File: src/rtl/shortest_remaining_time_scheduler_assert.svh
// Assertion macros shared by the scheduler RTL.
// All checks are sampled on aclk and disabled while aresetn is low.
`ifndef SHORTEST_REMAINING_TIME_SCHEDULER_ASSERT_SVH
`define SHORTEST_REMAINING_TIME_SCHEDULER_ASSERT_SVH

// Same-cycle implication
`define SRT_ASSERT_NOW(label, ante, cons) \
    label: assert property (@(posedge aclk) disable iff (!aresetn) (ante) |-> (cons)) \
        else $error("scheduler check failed");

// Next-cycle implication
`define SRT_ASSERT_NEXT(label, ante, cons) \
    label: assert property (@(posedge aclk) disable iff (!aresetn) (ante) |=> (cons)) \
        else $error("scheduler check failed");

`endif

File: src/rtl/srt_pkg.sv
`default_nettype none

package srt_pkg;

    // Default sizing
    localparam int DEF_MAX_TASKS = 16;
    localparam int DEF_TIME_BITS = 16;

    // Fixed field widths of the stream channels
    localparam int TASK_ID_W  = 4;
    localparam int FIELD_T_W  = 16;
    localparam int S_TDATA_W  = 24;
    localparam int M_TDATA_W  = 40;

    // Operation codes carried on s_tuser
    localparam logic OP_ARRIVE = 1'b0;
    localparam logic OP_TICK   = 1'b1;

    // Per-cell control from the sequencer
    typedef struct packed {
        logic wr;   // load an arriving task into this slot
        logic dec;  // this slot won the scan, run it for one unit
    } srt_cell_ctl_t;

endpackage

`default_nettype wire

File: src/rtl/srt_cell.sv
`default_nettype none

module srt_cell import srt_pkg::*; #(
    parameter int ID_W      = 4,
    parameter int TIME_BITS = DEF_TIME_BITS,
    parameter int CELL_IDX  = 0
) (
    input  wire                  aclk,
    input  wire                  aresetn,
    input  srt_cell_ctl_t        ctl,
    input  wire [TIME_BITS-1:0]  wr_burst,
    input  wire [TIME_BITS-1:0]  cur_time,
    // best candidate from the previous cell
    input  wire                  in_valid,
    input  wire [ID_W-1:0]       in_id,
    input  wire [TIME_BITS-1:0]  in_rem,
    input  wire [TIME_BITS-1:0]  in_age,
    input  wire [TIME_BITS-1:0]  in_total,
    // best candidate handed to the next cell
    output logic                 out_valid_reg,
    output logic [ID_W-1:0]      out_id_reg,
    output logic [TIME_BITS-1:0] out_rem_reg,
    output logic [TIME_BITS-1:0] out_age_reg,
    output logic [TIME_BITS-1:0] out_total_reg
);

    logic                 valid_reg;
    logic [TIME_BITS-1:0] rem_reg;
    logic [TIME_BITS-1:0] total_reg;
    logic [TIME_BITS-1:0] arr_reg;

    logic [TIME_BITS-1:0] own_age;
    logic                 take_own;
    logic                 load;

    // Own task beats the incoming one on less remaining time, then on larger age
    always_comb begin
        own_age  = cur_time - arr_reg;
        take_own = valid_reg &&
                   (!in_valid || (rem_reg < in_rem) ||
                    ((rem_reg == in_rem) && (own_age > in_age)));
        load     = ctl.wr && !valid_reg;
    end

    // Slot occupancy and candidate valid
    always_ff @(posedge aclk) begin
        if (!aresetn) begin
            valid_reg     <= 1'b0;
            out_valid_reg <= 1'b0;
        end else begin
            if (load) begin
                valid_reg <= 1'b1;
            end else if (ctl.dec && valid_reg && (rem_reg == TIME_BITS'(1))) begin
                valid_reg <= 1'b0;
            end
            out_valid_reg <= take_own || in_valid;
        end
    end

    // Slot payload and candidate payload
    always_ff @(posedge aclk) begin
        if (load) begin
            rem_reg   <= wr_burst;
            total_reg <= wr_burst;
            arr_reg   <= cur_time;
        end else if (ctl.dec && valid_reg) begin
            rem_reg <= rem_reg - TIME_BITS'(1);
        end
        if (take_own) begin
            out_id_reg    <= ID_W'(CELL_IDX);
            out_rem_reg   <= rem_reg;
            out_age_reg   <= own_age;
            out_total_reg <= total_reg;
        end else begin
            out_id_reg    <= in_id;
            out_rem_reg   <= in_rem;
            out_age_reg   <= in_age;
            out_total_reg <= in_total;
        end
    end

endmodule

`default_nettype wire

File: src/rtl/shortest_remaining_time_scheduler.sv
// Arrive transfer: no result, next transfer accepted in the following cycle.
// Tick transfer: no further input is accepted from acceptance until the apply step completes;
//   the pick walks a chain of MAX_TASKS compare cells, one cell per cycle.
// A finishing tick presents its result on the cycle after the apply step; a held result
//   stalls only the apply step of the following finishing tick.
// Reset (aresetn low, synchronous): all slots free, clock at zero, no result pending.
`default_nettype none

`include "shortest_remaining_time_scheduler_assert.svh"

module shortest_remaining_time_scheduler import srt_pkg::*; #(
    parameter int MAX_TASKS = DEF_MAX_TASKS,
    parameter int TIME_BITS = DEF_TIME_BITS
) (
    input  wire                  aclk,
    input  wire                  aresetn,
    input  wire                  s_tvalid,
    output logic                 s_tready,
    input  wire [S_TDATA_W-1:0]  s_tdata,   // [3:0] task_id, [19:4] burst_time, [23:20] zero
    input  wire                  s_tuser,   // [0] operation
    output logic                 m_tvalid,
    input  wire                  m_tready,
    output logic [M_TDATA_W-1:0] m_tdata    // [3:0] finished_task, [19:4] turnaround_time,
                                            // [35:20] waiting_time, [39:36] zero
);

    localparam int ID_W = (MAX_TASKS > 1) ? $clog2(MAX_TASKS) : 1;

    typedef enum logic [1:0] {
        ST_IDLE,
        ST_SCAN,
        ST_APPLY
    } state_t;

    state_t                state_reg, state_next;
    logic [ID_W-1:0]       cnt_reg;
    logic [TIME_BITS-1:0]  cur_time_reg;
    logic                  m_tvalid_reg;
    logic [M_TDATA_W-1:0]  m_tdata_reg;

    logic [TASK_ID_W-1:0]  in_task_id;
    logic [TIME_BITS-1:0]  in_burst;
    logic                  s_xfer;
    logic                  arrive_ok;
    logic                  finish;
    logic                  apply_go;
    logic [TIME_BITS-1:0]  tat;
    logic [TIME_BITS-1:0]  wt;
    logic [31:0]           win_id_wide;
    logic [MAX_TASKS-1:0]  dec_vec;

    // Candidate chain, entry 0 is the empty candidate
    logic                  ch_valid [MAX_TASKS+1];
    logic [ID_W-1:0]       ch_id    [MAX_TASKS+1];
    logic [TIME_BITS-1:0]  ch_rem   [MAX_TASKS+1];
    logic [TIME_BITS-1:0]  ch_age   [MAX_TASKS+1];
    logic [TIME_BITS-1:0]  ch_total [MAX_TASKS+1];

    srt_cell_ctl_t         cell_ctl [MAX_TASKS];

    assign ch_valid[0] = 1'b0;
    assign ch_id[0]    = '0;
    assign ch_rem[0]   = '0;
    assign ch_age[0]   = '0;
    assign ch_total[0] = '0;

    // Input fields
    assign in_task_id = s_tdata[3:0];
    assign in_burst   = TIME_BITS'(s_tdata[19:4]);
    assign s_tready   = (state_reg == ST_IDLE);
    assign s_xfer     = s_tvalid && s_tready;
    assign arrive_ok  = s_xfer && (s_tuser == OP_ARRIVE) && (in_burst != '0);

    // Winner at the end of the chain
    assign finish      = ch_valid[MAX_TASKS] && (ch_rem[MAX_TASKS] == TIME_BITS'(1));
    assign apply_go    = (state_reg == ST_APPLY) && !(finish && m_tvalid_reg && !m_tready);
    assign tat         = ch_age[MAX_TASKS] + TIME_BITS'(1);
    assign wt          = tat - ch_total[MAX_TASKS];
    assign win_id_wide = 32'(ch_id[MAX_TASKS]);

    // Row of slot cells
    for (genvar i = 0; i < MAX_TASKS; i++) begin : g_cell
        assign dec_vec[i]      = apply_go && ch_valid[MAX_TASKS] &&
                                 (ch_id[MAX_TASKS] == ID_W'(i));
        assign cell_ctl[i].wr  = arrive_ok && (32'(in_task_id) == 32'(i));
        assign cell_ctl[i].dec = dec_vec[i];

        srt_cell #(
            .ID_W      (ID_W),
            .TIME_BITS (TIME_BITS),
            .CELL_IDX  (i)
        ) u_cell (
            .aclk          (aclk),
            .aresetn       (aresetn),
            .ctl           (cell_ctl[i]),
            .wr_burst      (in_burst),
            .cur_time      (cur_time_reg),
            .in_valid      (ch_valid[i]),
            .in_id         (ch_id[i]),
            .in_rem        (ch_rem[i]),
            .in_age        (ch_age[i]),
            .in_total      (ch_total[i]),
            .out_valid_reg (ch_valid[i+1]),
            .out_id_reg    (ch_id[i+1]),
            .out_rem_reg   (ch_rem[i+1]),
            .out_age_reg   (ch_age[i+1]),
            .out_total_reg (ch_total[i+1])
        );
    end

    // Sequencer next state
    always_comb begin
        state_next = state_reg;
        case (state_reg)
            ST_IDLE: begin
                if (s_xfer && (s_tuser == OP_TICK)) begin
                    state_next = ST_SCAN;
                end
            end
            ST_SCAN: begin
                if (cnt_reg == ID_W'(MAX_TASKS - 1)) begin
                    state_next = ST_APPLY;
                end
            end
            ST_APPLY: begin
                if (apply_go) begin
                    state_next = ST_IDLE;
                end
            end
            default: begin
                state_next = ST_IDLE;
            end
        endcase
    end

    // Sequencer state, clock and result register
    always_ff @(posedge aclk) begin
        if (!aresetn) begin
            state_reg    <= ST_IDLE;
            cnt_reg      <= '0;
            cur_time_reg <= '0;
            m_tvalid_reg <= 1'b0;
        end else begin
            state_reg <= state_next;
            if (state_reg == ST_SCAN) begin
                cnt_reg <= cnt_reg + ID_W'(1);
            end else begin
                cnt_reg <= '0;
            end
            if (m_tvalid_reg && m_tready) begin
                m_tvalid_reg <= 1'b0;
            end
            if (apply_go) begin
                cur_time_reg <= cur_time_reg + TIME_BITS'(1);
                if (finish) begin
                    m_tvalid_reg <= 1'b1;
                end
            end
        end
    end

    // Result payload
    always_ff @(posedge aclk) begin
        if (apply_go && finish) begin
            m_tdata_reg <= {4'b0000, 16'(wt), 16'(tat), win_id_wide[3:0]};
        end
    end

    assign m_tvalid = m_tvalid_reg;
    assign m_tdata  = m_tdata_reg;

    // Checks
    `SRT_ASSERT_NEXT(a_tick_busy, s_xfer && (s_tuser == OP_TICK), !s_tready)
    `SRT_ASSERT_NOW(a_one_dec, 1'b1, $onehot0(dec_vec))
    `SRT_ASSERT_NEXT(a_time_step, apply_go, cur_time_reg == $past(cur_time_reg) + TIME_BITS'(1))
    `SRT_ASSERT_NOW(a_result_src, $rose(m_tvalid_reg), $past(state_reg == ST_APPLY))

endmodule

`default_nettype wire

File: config.mk
export PLATFORM = sky130hd
export DESIGN_NAME = shortest_remaining_time_scheduler
export DESIGN_NICKNAME = d
export VERILOG_FILES = /design/src/rtl/srt_pkg.sv /design/src/rtl/srt_cell.sv /design/src/rtl/shortest_remaining_time_scheduler.sv
export VERILOG_INCLUDE_DIRS = /design/src /design/src/rtl
export SDC_FILE = /design/constraint.sdc
export NUM_CORES = 2
export LEC_CHECK = 0
export BUFFER_PORTS_ARGS = -buffer_cell sky130_fd_sc_hd__buf_2
export CORE_MARGIN = 2
export CORE_UTILIZATION = 38
export DETAILED_ROUTE_END_ITERATION = 16
export SLEW_MARGIN = 40
export SYNTH_ARGS = -nofsm -noshare
export SYNTH_HDL_FRONTEND = slang
export SYNTH_HIERARCHICAL = 1
export SYNTH_SLANG_ARGS = --single-unit
File: constraint.sdc
create_clock -name aclk -period 5.21 [get_ports aclk]
set_input_delay 0.2605 -clock aclk [delete_from_list [all_inputs] [get_ports aclk]]
set_output_delay 0.2605 -clock aclk [all_outputs]
set_load 0.02 [all_outputs]
# ---- After elaboration in Yosys (flattened, before gate mapping)
# Cells that the tools add are included.
# Widths: inputs -> output; s select.
dict set report word_totals {
  regBits 1676
}
dict set report classes {
  add_sub_neg 36
  n_lt_le_gt_ge 30
  eq_ne 68
  n_mux 117
  bitwise 1
  reduce_logical 237
}
# op n
set op_table {}
lappend op_table {{$mux 16} 77}
lappend op_table {{$eq 16x1->1 const B} 17}
lappend op_table {{$sub 16x16->16} 17}
lappend op_table {{$sub 16x1->16 const B} 16}
lappend op_table {{$eq 16x16->1} 15}
lappend op_table {{$gt 16x16->1} 15}
lappend op_table {{$lt 16x16->1} 15}
lappend op_table {{$logic_and 1x1->1} 121}
lappend op_table {{$eq 4x4->1 const B} 17}
lappend op_table {{$reduce_bool 2->1} 32}
lappend op_table {{$logic_or 1x1->1} 45}
lappend op_table {{$mux 1} 36}
lappend op_table {{$logic_not 1->1} 33}
lappend op_table {{$add 16x1->16 const B} 2}
lappend op_table {{$eq 4x3->1 const B} 8}
lappend op_table {{$eq 4x2->1 const B} 4}
lappend op_table {{$reduce_bool 16->1} 1}
lappend op_table {{$eq 4x1->1 const B} 2}
lappend op_table {{$logic_not 4->1} 2}
lappend op_table {{$mux 2} 3}
lappend op_table {{$pmux 2 s3} 1}
lappend op_table {{$add 4x1->4 const B} 1}
lappend op_table {{$ne 2x2->1 const B} 2}
lappend op_table {{$reduce_and 3->1} 1}
lappend op_table {{6 further kinds} 6}

# ---- Depth between registers and ports, before layout
dict set report depth {
  ltp_word 12
  ltp_mapped 20
}

# ---- Modules after synthesis
# Netlist, hierarchy kept.
# module n_inst cells_each area_each_um2
set by_module_without_submodules {}
lappend by_module_without_submodules {{srt_cell (g_cell[11].u_cell ...)} 7 470 5203.7}
lappend by_module_without_submodules {{srt_cell (g_cell[6].u_cell ...)} 3 476 5412.7}
lappend by_module_without_submodules {{srt_cell (g_cell[10].u_cell)} 1 480 5412.7}
lappend by_module_without_submodules {{srt_cell (g_cell[9].u_cell)} 1 472 5406.4}
lappend by_module_without_submodules {{srt_cell (g_cell[13].u_cell)} 1 474 5371.4}
lappend by_module_without_submodules {{srt_cell (g_cell[12].u_cell)} 1 474 5357.6}
lappend by_module_without_submodules {{srt_cell (g_cell[0].u_cell)} 1 468 5181.2}
lappend by_module_without_submodules {{srt_cell (g_cell[14].u_cell)} 1 454 5116.2}
lappend by_module_without_submodules {shortest_remaining_time_scheduler 1 396 3806.2}

# ---- Worst setup path after synthesis
# Ideal clock, no wire load.
dict set report synth_path {
  path_type {flip-flop to flip-flop}
  from {register cur_time_reg[1]}
  to {register g_cell[12].u_cell.out_age_reg[10]}
  t_arrival_ps 5072
  slack_ps 16
  stages_incl_launch_ff 15
  path_buffers 1
  cell_sequence {dfxtp_1 -> ha_1 -> nor2b_1 -> o31a_1 -> o211ai_1 -> o31ai_1 -> xor2_1 -> ha_1 -> nand4_1 -> or4_1 -> nand3_1 -> nor3_1 -> o31ai_4 -> buf_6 -> mux2_4}
}
dict set report synth_between {
  elab_chain_len 6
}
# item line_no
set synth_lines {}
lappend synth_lines {{start, declared} shortest_remaining_time_scheduler.sv:37} ;# logic [TIME_BITS-1:0] cur_time_reg;
lappend synth_lines {{start signal, assigned} shortest_remaining_time_scheduler.sv:154} ;# cur_time_reg <= cur_time_reg + TIME_BITS'(1);
lappend synth_lines {{$sub 16x16->16 *} srt_cell.sv:38} ;# own_age = cur_time - arr_reg;
lappend synth_lines {{$gt 16x16->1} srt_cell.sv:41} ;# ((rem_reg == in_rem) && (own_age > in_age)));
lappend synth_lines {{$logic_and 1x1->1} srt_cell.sv:41}
lappend synth_lines {{$logic_or 1x1->1} srt_cell.sv:40} ;# (!in_valid || (rem_reg < in_rem) ||
lappend synth_lines {{$logic_and 1x1->1} srt_cell.sv:39} ;# take_own = valid_reg &&
lappend synth_lines {{$mux 16 *} srt_cell.sv:69} ;# if (take_own) begin
lappend synth_lines {{end signal, assigned} srt_cell.sv:72} ;# out_age_reg <= own_age;
lappend synth_lines {{end signal, assigned} srt_cell.sv:77} ;# out_age_reg <= in_age;
lappend synth_lines {{end, declared} srt_cell.sv:23} ;# output logic [TIME_BITS-1:0] out_age_reg,
# Every way passes the cells marked *; elsewhere a longest branch is shown, timed or not.
# A chain may end at the register's enable or synchronous reset.

# ---- Worst setup path after layout
dict set report layout_path {
  from {register cur_time_reg[0]}
  to {register g_cell[6].u_cell.out_total_reg[13]}
}
dict set report layout_between {
  elab_chain_len 6
}
# item line_no
set layout_lines {}
lappend layout_lines {{$sub 16x16->16} srt_cell.sv:38}
lappend layout_lines {{$gt 16x16->1} srt_cell.sv:41}
lappend layout_lines {{$logic_and 1x1->1} srt_cell.sv:41}
lappend layout_lines {{$logic_or 1x1->1} srt_cell.sv:40}
lappend layout_lines {{$logic_and 1x1->1} srt_cell.sv:39}
lappend layout_lines {{$mux 16} srt_cell.sv:69}
lappend layout_lines {{end signal, assigned} srt_cell.sv:73} ;# out_total_reg <= total_reg;
lappend layout_lines {{end signal, assigned} srt_cell.sv:78} ;# out_total_reg <= in_total;
lappend layout_lines {{end, declared} srt_cell.sv:24} ;# output logic [TIME_BITS-1:0] out_total_reg
# No other way between the ends.

==> impl_metrics.prom <==
# TYPE chip_impl_metric gauge
chip_impl_info{name="unrepaired_setup_endpoints_after_global_routing",value="no"} 1
chip_impl_metric{name="setup-tns-final",unit="ns"} 0
chip_impl_metric{name="synth.yosys.seq_area_share",unit=""} 0.474
chip_impl_metric{name="synthDistinctLibCells",unit=""} 100
chip_impl_metric{name="cellLeakagePower",unit="nW"} 42.2
chip_impl_metric{name="placeableCoreArea",unit="um2"} 231000
chip_impl_metric{name="cts-htree-levels",unit=""} 4
chip_impl_metric{name="rows",unit=""} 176
chip_impl_metric{name="grt_first_pass_wirelength",unit="um"} 341000
chip_impl_metric{name="initial_utilization",unit=""} 0.383
chip_impl_metric{name="nNetsFinal",unit=""} 9096
chip_impl_metric{name="post-route-worst-setup-slack",unit="ns"} 0.160
chip_impl_info{name="status",value="finished, final reports clean"} 1
chip_impl_info{name="mostFrequentLayoutCells",value="886 x inv_1, 871 x dfxtp_1, 804 x edfxtp_1"} 1
chip_impl_metric{name="numPortBuffers",unit=""} 62
chip_impl_metric{name="cts_max_path_buffers",unit=""} 3
chip_impl_metric{name="met3_length",unit="um"} 9200
chip_impl_info{name="critPathLaunch",value="cur_time_reg[0]$_SDFFE_PN0N_"} 1
chip_impl_metric{name="place_ws",unit="ns"} 0.256
chip_impl_metric{name="fin_cells",unit=""} 11437
chip_impl_metric{name="grt_max_degree",unit=""} 65
chip_impl_info{name="worstSetupStartpointType",value="register"} 1
chip_impl_info{name="timing.critical_path.slowest_stage_cell",value="o41ai_1"} 1
chip_impl_metric{name="period_needed",unit="ns"} 5.05
chip_impl_metric{name="worst-path-max-fanout",unit=""} 31
chip_impl_metric{name="antenna_found_initial",unit=""} 8
chip_impl_info{name="hold_start",value="s_tdata[4]"} 1
chip_impl_info{name="root_buffer",value="clkbuf_16"} 1
chip_impl_info{name="cp_capture_type",value="register"} 1
chip_impl_metric{name="power.density_cell_area",unit="nW/um2"} 304
chip_impl_metric{name="place_congestion",unit=""} 0.913
chip_impl_metric{name="die_width",unit="um"} 486
chip_impl_metric{name="firstDrtPassIters",unit=""} 5
chip_impl_metric{name="ioPinCount",unit=""} 71
chip_impl_metric{name="r2r_setup_slack",unit="ns"} 0.16
chip_impl_metric{name="globalRouteTotalUtil",unit=""} 0.183
chip_impl_metric{name="routed-via-count",unit=""} 58759
chip_impl_metric{name="ant_nets",unit=""} 0
chip_impl_metric{name="dp.final_hpwl",unit="um"} 161000
chip_impl_metric{name="cts.reportedPaths.clkPinSlew",unit="ns"} 0.06
chip_impl_metric{name="detail_route.vias_per_cell",unit=""} 5.14
chip_impl_metric{name="grt_remaining_overflow",unit=""} 0
chip_impl_metric{name="grt_pass1_vias",unit=""} 58920
chip_impl_metric{name="met1_length",unit="um"} 100000
chip_impl_metric{name="postSynthAreaPerCell",unit="um2"} 11.1
chip_impl_metric{name="crit_path_max_incr_delay",unit="ns"} 0.48
chip_impl_metric{name="timing.final.setup_violations",unit=""} 0
chip_impl_metric{name="layout_worst_path_cycle_share",unit=""} 0.969
chip_impl_metric{name="routed_wl",unit="um"} 221000
chip_impl_metric{name="final_layout_size_suffix_gt1_frac",unit=""} 0.155
chip_impl_metric{name="asyncSetResetFlopFracSynth",unit=""} 0
chip_impl_metric{name="route.met2.wl",unit="um"} 103000
chip_impl_info{name="critical_path.cell_chain",value="buf_12 -> buf_4 -> inv_1 -> ha_1 -> inv_1 -> fa_1 -> a21oi_1 -> o211ai_1 -> a31oi_1 -> o22ai_1 -> o21bai_1 -> ha_1 -> nand4_1 -> o41ai_1 -> a31oi_1 -> buf_4 -> o21ai_4 -> buf_12 -> mux2_4"} 1
chip_impl_metric{name="timing.max_cap.violations",unit=""} 0
chip_impl_metric{name="wire_per_inst",unit="um"} 19.3
chip_impl_metric{name="final.hold.worst_slack",unit="ns"} 0.0886
chip_impl_metric{name="required",unit="ns"} 5.88
chip_impl_metric{name="slew_viol_final",unit=""} 0
chip_impl_metric{name="placed_cells_incl_taps",unit=""} 11088
chip_impl_info{name="rr_startpoint",value="cur_time_reg[0]$_SDFFE_PN0N_"} 1
chip_impl_metric{name="die_area",unit="um2"} 236000
chip_impl_metric{name="chipHeight",unit="um"} 486
chip_impl_metric{name="timing.fmax",unit="MHz"} 198
chip_impl_metric{name="hold_viol",unit=""} 0
chip_impl_metric{name="drt_iter0_markers",unit=""} 3429
chip_impl_metric{name="fin_worst_skew",unit="ns"} 0.0421
chip_impl_info{name="layout_commonest_cell",value="inv_1"} 1
chip_impl_metric{name="tightestPinTransition",unit="ns"} 0.908
chip_impl_metric{name="max_slew_headroom",unit=""} 0.390
chip_impl_info{name="worst_hold_path_type",value="in2reg"} 1
chip_impl_metric{name="number_of_instances_in_the_synthesized_netlist",unit=""} 7936
chip_impl_metric{name="synth_seq_cells",unit=""} 1691
chip_impl_metric{name="cts-buffers-inserted",unit=""} 174
chip_impl_metric{name="synth-edff-count",unit=""} 804
chip_impl_metric{name="peakVddDrop",unit="V"} 0.000290
chip_impl_info{name="cts_tree",value="yes"} 1
chip_impl_metric{name="numClockSinks",unit=""} 1691
chip_impl_metric{name="clock_insertion_delay_worst_skew",unit="ns"} 0.82
chip_impl_info{name="predominant_post_synthesis_flop_cell",value="dfxtp_1"} 1
chip_impl_info{name="top_signal_layer_used",value="met5"} 1
chip_impl_metric{name="synth.yosys.warnings",unit=""} 6
chip_impl_metric{name="syn_area",unit="um2"} 88300
chip_impl_info{name="timing_worst_setup_path_type",value="reg2reg"} 1
chip_impl_metric{name="arrival",unit="ns"} 5.72
chip_impl_metric{name="syn_to_final_growth",unit="%"} 13.0
chip_impl_metric{name="drc",unit=""} 0
[cell families after synthesis]
logic type                 Yosys count  synth area share
buffers and inverters             1074            0.0526
other                                1         0.0000425
adders and majority gates          819             0.117
xor gates and xnor gates           433            0.0429
DFF                               1691             0.474
AOI/OAI and AO/OA                 1487             0.107
muxes                              771             0.110
and+or+nand+nor                   1660            0.0954
[power by group]
| group | leakage (nW) | switching [mW] | internal [mW] |
|---|---|---|---|
| clock network | 2.96 | 5.40 | 7.63 |
| logic | 24.2 | 1.20 | 1.15 |
| registers | 15.0 | 0.398 | 14.5 |
[per-stage QoR]
stage               utilization  total power [mW]  area, um2
global route              0.433              31.5      99700
CTS                       0.432              30.6      99600
global placement          0.405              17.4      93400
finish                    0.433              30.3      99800
detailed placement        0.406              17.5      93500
floorplan                     -              16.7      88600
[worst paths after layout]
check                           cells past startpoint                                          to
worst max-delay path                               19  g_cell[6].u_cell/out_total_reg[13]$_DFF_P_
worst min-delay path                                2    g_cell[14].u_cell/total_reg[0]$_DFFE_PP_
worst max register to register                     19  g_cell[6].u_cell/out_total_reg[13]$_DFF_P_
worst min register to register                      1  g_cell[15].u_cell/out_id_reg[0]$_SDFF_PP1_
[cell type report]
cell class              instances  area, um2
well taps                    3026       3790
diodes                         12       30.0
clock buffers                 252       5070
repair buffers                235       2210
inverters                     887       3330
flip-flops and latches       1691      41900
multi-input cells            5259      42400
fillers                     21361     131000
clock inverters                75        991
[metal layers]
layer / global-route usage / vias to the layer above
met5: 0 / -
met4: 0.0699 / 2
met3: 0.0255 / 430
met2: 0.308 / 1228
met1: 0.238 / 28119
li1: - / 28980
[synth_stat cells, types with 71 or more instances]
master    count  share of area
nor4_1       71         0.0050
nor2_1      232         0.0099
dfxtp_1     887           0.20
mux2_4      298          0.051
inv_1       887          0.038
clkbuf_1     99         0.0042
o211ai_1     71         0.0060
nand4_1     132         0.0094
nand3_1     148         0.0084
ha_1        802           0.11
xor2_1      138          0.014
buf_6        79          0.010
mux2_2      371          0.047
o21ai_0     445          0.025
xnor2_1     295          0.029
nor3_1      135         0.0077
nor2b_1      85         0.0060
nand2_1     568          0.024
a21oi_1     442          0.025
a21o_1      115         0.0098
edfxtp_1    804           0.27
[what timing repair did]
action                                  CTS  global route
setup buffers                             0             2
endpoints found under the setup margin    0            77
hold buffers                              6             0
resized for setup                         0             7
endpoints found under the hold margin     8             0
[critical path, delay by kind of cell, from the launching register on]
| family | cells | cell delay [ns] |
|---|---|---|
| mux | 1 | 0.37 |
| flops | 1 | 0.39 |
| buf+inv | 6 | 0.93 |
| simple gates | 1 | 0.30 |
| fa+ha+maj | 3 | 0.91 |
| compound gates | 8 | 1.97 |
No activity file was read; power rests on OpenSTA's default activity.
